`src/hdl/md5sh_pkg.sv`:
```
// shared constants and tables for the md5 stream hasher
package md5sh_pkg;

  localparam int unsigned WordW  = 32;
  localparam int unsigned CountW = 61;
  localparam int unsigned StepW  = 6;
  localparam int unsigned WIdxW  = 4;

  localparam logic [WordW-1:0] InitA = 32'h67452301;
  localparam logic [WordW-1:0] InitB = 32'hefcdab89;
  localparam logic [WordW-1:0] InitC = 32'h98badcfe;
  localparam logic [WordW-1:0] InitD = 32'h10325476;

  localparam logic [7:0] PadByte = 8'h80;

  localparam logic [1:0] RndF = 2'd0;
  localparam logic [1:0] RndG = 2'd1;
  localparam logic [1:0] RndH = 2'd2;
  localparam logic [1:0] RndI = 2'd3;

  // additive constant of each step
  function automatic logic [WordW-1:0] step_const(input logic [StepW-1:0] k);
    logic [WordW-1:0] r;
    case (k)
      6'd0:  r = 32'hd76aa478;  6'd1:  r = 32'he8c7b756;
      6'd2:  r = 32'h242070db;  6'd3:  r = 32'hc1bdceee;
      6'd4:  r = 32'hf57c0faf;  6'd5:  r = 32'h4787c62a;
      6'd6:  r = 32'ha8304613;  6'd7:  r = 32'hfd469501;
      6'd8:  r = 32'h698098d8;  6'd9:  r = 32'h8b44f7af;
      6'd10: r = 32'hffff5bb1;  6'd11: r = 32'h895cd7be;
      6'd12: r = 32'h6b901122;  6'd13: r = 32'hfd987193;
      6'd14: r = 32'ha679438e;  6'd15: r = 32'h49b40821;
      6'd16: r = 32'hf61e2562;  6'd17: r = 32'hc040b340;
      6'd18: r = 32'h265e5a51;  6'd19: r = 32'he9b6c7aa;
      6'd20: r = 32'hd62f105d;  6'd21: r = 32'h02441453;
      6'd22: r = 32'hd8a1e681;  6'd23: r = 32'he7d3fbc8;
      6'd24: r = 32'h21e1cde6;  6'd25: r = 32'hc33707d6;
      6'd26: r = 32'hf4d50d87;  6'd27: r = 32'h455a14ed;
      6'd28: r = 32'ha9e3e905;  6'd29: r = 32'hfcefa3f8;
      6'd30: r = 32'h676f02d9;  6'd31: r = 32'h8d2a4c8a;
      6'd32: r = 32'hfffa3942;  6'd33: r = 32'h8771f681;
      6'd34: r = 32'h6d9d6122;  6'd35: r = 32'hfde5380c;
      6'd36: r = 32'ha4beea44;  6'd37: r = 32'h4bdecfa9;
      6'd38: r = 32'hf6bb4b60;  6'd39: r = 32'hbebfbc70;
      6'd40: r = 32'h289b7ec6;  6'd41: r = 32'heaa127fa;
      6'd42: r = 32'hd4ef3085;  6'd43: r = 32'h04881d05;
      6'd44: r = 32'hd9d4d039;  6'd45: r = 32'he6db99e5;
      6'd46: r = 32'h1fa27cf8;  6'd47: r = 32'hc4ac5665;
      6'd48: r = 32'hf4292244;  6'd49: r = 32'h432aff97;
      6'd50: r = 32'hab9423a7;  6'd51: r = 32'hfc93a039;
      6'd52: r = 32'h655b59c3;  6'd53: r = 32'h8f0ccc92;
      6'd54: r = 32'hffeff47d;  6'd55: r = 32'h85845dd1;
      6'd56: r = 32'h6fa87e4f;  6'd57: r = 32'hfe2ce6e0;
      6'd58: r = 32'ha3014314;  6'd59: r = 32'h4e0811a1;
      6'd60: r = 32'hf7537e82;  6'd61: r = 32'hbd3af235;
      6'd62: r = 32'h2ad7d2bb;  6'd63: r = 32'heb86d391;
      default: r = '0;
    endcase
    return r;
  endfunction

  // left rotation of each step
  function automatic logic [4:0] step_rot(input logic [StepW-1:0] k);
    logic [4:0] r;
    case ({k[5:4], k[1:0]})
      4'd0:  r = 5'd7;   4'd1:  r = 5'd12;  4'd2:  r = 5'd17;  4'd3:  r = 5'd22;
      4'd4:  r = 5'd5;   4'd5:  r = 5'd9;   4'd6:  r = 5'd14;  4'd7:  r = 5'd20;
      4'd8:  r = 5'd4;   4'd9:  r = 5'd11;  4'd10: r = 5'd16;  4'd11: r = 5'd23;
      4'd12: r = 5'd6;   4'd13: r = 5'd10;  4'd14: r = 5'd15;  4'd15: r = 5'd21;
      default: r = 5'd7;
    endcase
    return r;
  endfunction

  // message word used by each step
  function automatic logic [WIdxW-1:0] msg_index(input logic [StepW-1:0] k);
    logic [WIdxW-1:0] ki;
    logic [WIdxW-1:0] r;
    ki = k[3:0];
    case (k[5:4])
      RndF:    r = ki;
      RndG:    r = WIdxW'(ki * 4'd5 + 4'd1);
      RndH:    r = WIdxW'(ki * 4'd3 + 4'd5);
      RndI:    r = WIdxW'(ki * 4'd7);
      default: r = ki;
    endcase
    return r;
  endfunction

endpackage

```
`src/hdl/md5_stream_hasher.sv`:
```
// md5 stream hasher: one message byte per item in, one 128-bit digest per message out
// a byte item is taken while idle; every 64th byte stalls the input while the block is compressed
// the end item then adds the padding of the final block and its compression
// (a second block when the length spills), and a load of the output register
// that load waits while the previous digest is unread; reset: chaining words to the initial
// vector, byte count to zero, no buffer clearing
module md5_stream_hasher
  import md5sh_pkg::*;
(
  input  logic         clk_i,
  input  logic         rst_ni,
  input  logic         s_axis_tvalid_i,
  output logic         s_axis_tready_o,
  input  logic [7:0]   s_axis_tdata_i,   // data_byte
  input  logic         s_axis_tuser_i,   // has_byte
  input  logic         s_axis_tlast_i,   // last_byte
  output logic         m_axis_tvalid_o,
  input  logic         m_axis_tready_i,
  output logic [127:0] m_axis_tdata_o    // digest_a, digest_b, digest_c, digest_d
);

  typedef enum logic [2:0] {
    S_IDLE,
    S_PAD,
    S_CMP,
    S_ADD,
    S_OUT
  } state_e;

  state_e state_q;

  logic [WordW-1:0]  chain_a_q, chain_b_q, chain_c_q, chain_d_q;
  logic [WordW-1:0]  wa_q, wb_q, wc_q, wd_q, pre_q;
  logic [CountW-1:0] count_q;
  logic [WordW-1:0]  word_q;
  logic [StepW:0]    cnt_q;
  logic [WIdxW-1:0]  pw_q;
  logic              first_q, final_q, pad_q, last_q;
  logic              out_valid_q;
  logic [127:0]      out_data_q;

  logic [WordW-1:0]  mem_q [16];
  logic [WordW-1:0]  rdata_q;
  logic              mem_we;
  logic [WIdxW-1:0]  mem_waddr;
  logic [WordW-1:0]  mem_wdata;
  logic [WIdxW-1:0]  mem_raddr;

  logic              accept;
  logic [CountW-1:0] count_inc;
  logic [WordW-1:0]  word_ins;
  logic [WordW-1:0]  pad_word;
  logic [WordW-1:0]  pad_val;
  logic [StepW-1:0]  step_idx;
  logic [WordW-1:0]  step_b;

  assign s_axis_tready_o = (state_q == S_IDLE);
  assign accept          = s_axis_tvalid_i && s_axis_tready_o;
  assign m_axis_tvalid_o = out_valid_q;
  assign m_axis_tdata_o  = out_data_q;

  assign count_inc = count_q + CountW'(1);
  assign step_idx  = StepW'(cnt_q - (StepW+1)'(1));
  assign mem_raddr = msg_index(cnt_q[StepW-1:0]);

  always_comb begin
    word_ins = word_q;
    word_ins[{count_q[1:0], 3'b000} +: 8] = s_axis_tdata_i;
    for (int i = 0; i < 4; i++) begin
      if (2'(i) < count_q[1:0]) begin
        pad_word[i*8 +: 8] = word_q[i*8 +: 8];
      end else if (2'(i) == count_q[1:0]) begin
        pad_word[i*8 +: 8] = PadByte;
      end else begin
        pad_word[i*8 +: 8] = 8'h00;
      end
    end
    if (first_q) begin
      pad_val = pad_word;
    end else if (final_q && pw_q == 4'd14) begin
      pad_val = {count_q[28:0], 3'b000};
    end else if (final_q && pw_q == 4'd15) begin
      pad_val = count_q[60:29];
    end else begin
      pad_val = '0;
    end
    if (state_q == S_PAD) begin
      mem_we    = 1'b1;
      mem_waddr = pw_q;
      mem_wdata = pad_val;
    end else begin
      mem_we    = accept && s_axis_tuser_i && (count_q[1:0] == 2'd3);
      mem_waddr = count_q[5:2];
      mem_wdata = word_ins;
    end
  end

  // block buffer
  always_ff @(posedge clk_i) begin
    if (mem_we) begin
      mem_q[mem_waddr] <= mem_wdata;
    end
    rdata_q <= mem_q[mem_raddr];
  end

  md5sh_step u_step (
    .step_i (step_idx),
    .b_i    (wb_q),
    .c_i    (wc_q),
    .d_i    (wd_q),
    .pre_i  (pre_q),
    .msg_i  (rdata_q),
    .b_o    (step_b)
  );

  always_ff @(posedge clk_i or negedge rst_ni) begin
    if (!rst_ni) begin
      state_q     <= S_IDLE;
      chain_a_q   <= InitA;
      chain_b_q   <= InitB;
      chain_c_q   <= InitC;
      chain_d_q   <= InitD;
      count_q     <= '0;
      word_q      <= '0;
      wa_q        <= '0;
      wb_q        <= '0;
      wc_q        <= '0;
      wd_q        <= '0;
      pre_q       <= '0;
      cnt_q       <= '0;
      pw_q        <= '0;
      first_q     <= 1'b0;
      final_q     <= 1'b0;
      pad_q       <= 1'b0;
      last_q      <= 1'b0;
      out_valid_q <= 1'b0;
      out_data_q  <= '0;
    end else begin
      if (out_valid_q && m_axis_tready_i && state_q != S_OUT) begin
        out_valid_q <= 1'b0;
      end
      case (state_q)
        S_IDLE: begin
          if (accept) begin
            if (s_axis_tuser_i) begin
              word_q  <= word_ins;
              count_q <= count_inc;
            end
            if (s_axis_tuser_i && count_inc[5:0] == 6'd0) begin
              // block full: compress, then pad if this item ends the message
              state_q <= S_CMP;
              cnt_q   <= '0;
              pad_q   <= 1'b0;
              last_q  <= s_axis_tlast_i;
              wa_q    <= chain_a_q;
              wb_q    <= chain_b_q;
              wc_q    <= chain_c_q;
              wd_q    <= chain_d_q;
              pre_q   <= chain_a_q + step_const('0);
            end else if (s_axis_tlast_i) begin
              state_q <= S_PAD;
              pad_q   <= 1'b1;
              first_q <= 1'b1;
              if (s_axis_tuser_i) begin
                pw_q    <= count_inc[5:2];
                final_q <= (count_inc[5:3] != 3'd7);
              end else begin
                pw_q    <= count_q[5:2];
                final_q <= (count_q[5:3] != 3'd7);
              end
            end
          end
        end
        S_PAD: begin
          first_q <= 1'b0;
          if (pw_q == 4'd15) begin
            state_q <= S_CMP;
            cnt_q   <= '0;
            wa_q    <= chain_a_q;
            wb_q    <= chain_b_q;
            wc_q    <= chain_c_q;
            wd_q    <= chain_d_q;
            pre_q   <= chain_a_q + step_const('0);
          end else begin
            pw_q <= pw_q + 4'd1;
          end
        end
        S_CMP: begin
          cnt_q <= cnt_q + (StepW+1)'(1);
          if (cnt_q != '0) begin
            wa_q  <= wd_q;
            wd_q  <= wc_q;
            wc_q  <= wb_q;
            wb_q  <= step_b;
            pre_q <= wd_q + step_const(cnt_q[StepW-1:0]);
          end
          if (cnt_q[StepW]) begin
            state_q <= S_ADD;
          end
        end
        S_ADD: begin
          chain_a_q <= chain_a_q + wa_q;
          chain_b_q <= chain_b_q + wb_q;
          chain_c_q <= chain_c_q + wc_q;
          chain_d_q <= chain_d_q + wd_q;
          if (pad_q) begin
            if (final_q) begin
              state_q <= S_OUT;
            end else begin
              // length spills into a second padding block
              state_q <= S_PAD;
              final_q <= 1'b1;
              first_q <= 1'b0;
              pw_q    <= '0;
            end
          end else if (last_q) begin
            state_q <= S_PAD;
            pad_q   <= 1'b1;
            final_q <= 1'b1;
            first_q <= 1'b1;
            pw_q    <= '0;
          end else begin
            state_q <= S_IDLE;
          end
        end
        S_OUT: begin
          if (!out_valid_q || m_axis_tready_i) begin
            out_valid_q <= 1'b1;
            out_data_q  <= {chain_d_q, chain_c_q, chain_b_q, chain_a_q};
            chain_a_q   <= InitA;
            chain_b_q   <= InitB;
            chain_c_q   <= InitC;
            chain_d_q   <= InitD;
            count_q     <= '0;
            pad_q       <= 1'b0;
            last_q      <= 1'b0;
            state_q     <= S_IDLE;
          end
        end
        default: state_q <= S_IDLE;
      endcase
    end
  end

endmodule

```
`src/hdl/md5sh_step.sv`:
```
// one md5 compression step: mixing function, add, rotate, add
module md5sh_step
  import md5sh_pkg::*;
(
  input  logic [StepW-1:0] step_i,
  input  logic [WordW-1:0] b_i,
  input  logic [WordW-1:0] c_i,
  input  logic [WordW-1:0] d_i,
  input  logic [WordW-1:0] pre_i,  // a plus step constant
  input  logic [WordW-1:0] msg_i,
  output logic [WordW-1:0] b_o
);

  logic [WordW-1:0]   mix;
  logic [WordW-1:0]   sum;
  logic [2*WordW-1:0] dbl;

  always_comb begin
    case (step_i[5:4])
      RndF:    mix = (b_i & c_i) | (~b_i & d_i);
      RndG:    mix = (b_i & d_i) | (c_i & ~d_i);
      RndH:    mix = b_i ^ c_i ^ d_i;
      RndI:    mix = c_i ^ (b_i | ~d_i);
      default: mix = b_i ^ c_i ^ d_i;
    endcase
    sum = pre_i + mix + msg_i;
    dbl = {sum, sum} << step_rot(step_i);
    b_o = b_i + dbl[2*WordW-1:WordW];
  end

endmodule

```
`config.mk`:
```
export PLATFORM = sky130hd
export DESIGN_NAME = md5_stream_hasher
export DESIGN_NICKNAME = d
export VERILOG_FILES = /design/src/hdl/md5sh_pkg.sv /design/src/hdl/md5_stream_hasher.sv /design/src/hdl/md5sh_step.sv
export SDC_FILE = /design/constraint.sdc
export NUM_CORES = 2
export LEC_CHECK = 0
export BUFFER_PORTS_ARGS = -buffer_cell sky130_fd_sc_hd__buf_2
export CORE_UTILIZATION = 58
export DETAILED_ROUTE_END_ITERATION = 8
export PLACE_DENSITY_LB_ADDON = 0.08
export REMOVE_ABC_BUFFERS = 1
export SYNTH_ARGS = -nofsm -noshare
export SYNTH_HDL_FRONTEND = slang
export SYNTH_SLANG_ARGS = --single-unit
export TNS_END_PERCENT = 5
```
`constraint.sdc`:
```
create_clock -name clk_i -period 10.7 [get_ports clk_i]
set_input_delay 1.605 -clock clk_i [delete_from_list [all_inputs] [get_ports clk_i]]
set_output_delay 1.605 -clock clk_i [all_outputs]
set_load 0.05 [all_outputs]
```
==> impl_metrics.toml <==
[clock_tree]
cts_buffers = 110
clk_path_buf_depth = 3
clk_pin_slew_ps = 60
cts_max_level = 3
clock-root-buffer = "clkbuf_16"
ctsHoldBuffers = 0
clock_latency_ps = 760
clkSinkCount = 1072
cts_tree = "yes"

[setup_path]
crit_end = "wb_q[30]$_DFFE_PN0P_"
reg2reg_slack_ps = 670
end_kind = "flip-flop"
reg2reg_to = "wb_q[30]$_DFFE_PN0P_"
startpoint_type = "flip-flop"
r2r_cells = 38
cp_max_fo = 49
crit_type = "reg -> reg"
worst_ep_arrival_time_ps = 10620
critPathRequiredTime_ps = 11290
slowest_stage = "a2111oi_0"
cp-startpoint = "cnt_q[1]$_DFFE_PN0P_"
path_common_cell = "a21oi_1"
r2r-start = "cnt_q[1]$_DFFE_PN0P_"
critPathMaxStageDelay_ps = 540

[detailed_routing]
dr.pass1.iters = 7
wl_per_cell_microns = 24.4
drc = 32
drt_iter0_drc = 4567
viasPerCell = 6.36
wl_microns = 186000
via_count = 48500
ant_nets = 0

[floorplanning]
coreArea_sq_um = 105000
pin_count = 144
die_area_sq_um = 108000
rows = 119
die_width_microns = 328
die_y_microns = 328
initial_core_util = 0.586

[sta]
finalSetupViolations = 0
skew_ps = 91.0
timing.fmax_ghz = 0.0997
max-slew-margin-rel = 0.199
layout_min_cycle_time_ps = 10030
slew_violations = 0
period_share = 0.937
hold_viol = 0
hold_ws_ps = 466
tightest_slew_ps = 1200

[finish]
syn_to_final_growth_pct = 9.63
drive_gt1_frac = 0.121
utilization = 0.642
n_fill_cell = 8518
largest_reg_flops = 512
regMostFlops = "mem_q"
nNetsFinal = 6453
antenna_cells = 0

[placement]
dp_hpwl_microns = 128000
gp_congestion = 0.974
port_buffers = 143

[yosys]
yosys.cell_count.top_type = "nand2_1"
yosysTopAreaCell = "edfxtp_1"
synthFlopType = "edfxtp_1"
ys_ff_latch = 1072
async_flop_share = 0.493
ys_seq_area_frac = 0.475
synth_top_area_share = 0.249
synthDistinctLibCells = 104
synth_common_cells = "nand2_1, nor2_1, edfxtp_1"
netlist_instances = 6160
synth_edf_count = 512
synth.area.top_cells = "edfxtp_1, dfrtp_1, nand2_1, ha_1, mux4_2"
postSynthAreaPerCell_sq_um = 10.0
syn-cell-area_sq_um = 61700
yosys_warnings = 0

[global_route]
grt_max_degree = 152
grt_overflow_total = 0
grt_pass1_wl_microns = 281000
first_global_vias = 46200
grt_use_total = 0.343
antenna_found_initial = 4

[run_status]
violations = "design-rule violations"
status = "finished, violations left"

[flow_run]
max_cap_viol_count = 0

[worst_hold_path]
hold_class = "reg -> reg"
metal layers:
layer,vias to the layer above,track usage,wire (microns)
met4,6,0.134,7460
li1,22300,-,-
met1,23900,0.461,76200
met2,1812,0.566,89200
met3,388,0.0443,13000
met5,-,0,41
placed cells by master, fill, tap and decap left out, types with 25 or more instances in the layout:
cell type / instances
nand2_1: 1025
nor2_1: 514
edfxtp_1: 512
a21oi_1: 482
dfrtp_1: 460
o21ai_0: 376
ha_1: 259
xnor2_1: 196
a31oi_1: 182
buf_2: 142
mux4_2: 138
xor2_1: 130
nand3_1: 115
clkbuf_16: 111
buf_4: 110
mux2i_1: 108
inv_1: 86
nor3_1: 86
a21o_1: 84
a211oi_1: 68
dfstp_2: 64
nor2b_1: 60
a22oi_1: 58
and3_1: 51
o22ai_1: 43
nand2b_1: 41
or3_1: 41
fa_1: 41
clkbuf_1: 40
o211ai_1: 35
dfxtp_1: 32
o21a_1: 31
nand4_1: 31
mux2_2: 31
o31ai_1: 27
o21bai_1: 25
stage by stage:
stage	cells	area, sq um	worst slack, ps	setup TNS (ps)
2_1_floorplan	5767	60200	-4380	-274120
3_3_place_gp	7418	63900	841	0
3_5_place_dp	7418	63900	638	0
4_1_cts	7627	67700	555	0
5_1_grt	7627	67700	-5.34	-5.34
6_report	7627	67700	673	0
cell type report:
type / count / area [sq um] / share of cell area
Clock buffer: 166 / 3130 / 0.0462
Clock inverter: 43 / 618 / 0.00913
Inverter: 91 / 342 / 0.00505
Multi-Input combinational cell: 4604 / 30800 / 0.456
Sequential cell: 1072 / 29300 / 0.433
Tap cell: 1391 / 1740 / 0.0257
Timing Repair Buffer: 260 / 1690 / 0.0250
what timing repair did:
| item | in CTS | in global routing |
|---|---|---|
| buffers inserted | 0 | 0 |
| endpoints found under the hold margin | 0 | 0 |
| gates resized for setup | 0 | 2 |
| setup endpoints to repair | 0 | 2 |
how the worst min path moves through the flow:
stage / start / to / slack [ps] / depth (start not counted)
floorplan: pre_q[30]$_DFFE_PN0P_ / pre_q[30]$_DFFE_PN0P_ / 450 / 2
global route: m_axis_tdata_o[57]$_DFFE_PN0P_ / m_axis_tdata_o[57]$_DFFE_PN0P_ / 490 / 2
global placement: m_axis_tdata_o[102]$_DFFE_PN0P_ / m_axis_tdata_o[102]$_DFFE_PN0P_ / 450 / 2
detailed placement: m_axis_tdata_o[61]$_DFFE_PN0P_ / m_axis_tdata_o[61]$_DFFE_PN0P_ / 460 / 2
CTS: m_axis_tdata_o[61]$_DFFE_PN0P_ / m_axis_tdata_o[61]$_DFFE_PN0P_ / 470 / 2
finish: m_axis_tdata_o[13]$_DFFE_PN0P_ / m_axis_tdata_o[13]$_DFFE_PN0P_ / 470 / 2
cell families after synthesis:
group / share of synthesized area
compound gates: 0.162
xor+xnor: 0.0476
fa+ha+maj: 0.0658
buf+inv: 0.0306
flops: 0.475
mux: 0.0751
simple gates: 0.145
worst max-delay path, delay by kind of cell, from the launching register on:
family	cells	cell delay, ps
XOR/XNOR	2	300
buffers and inverters	4	860
AO/OA/AOI/OAI	20	4570
adder cells (fa/ha/maj)	4	1750
multiplexers	3	1150
flip-flops	1	350
AND/OR/NAND/NOR	5	830
Power is not shown: default switching activity piles up to over one toggle a cycle in this logic, so the estimate is an artifact.
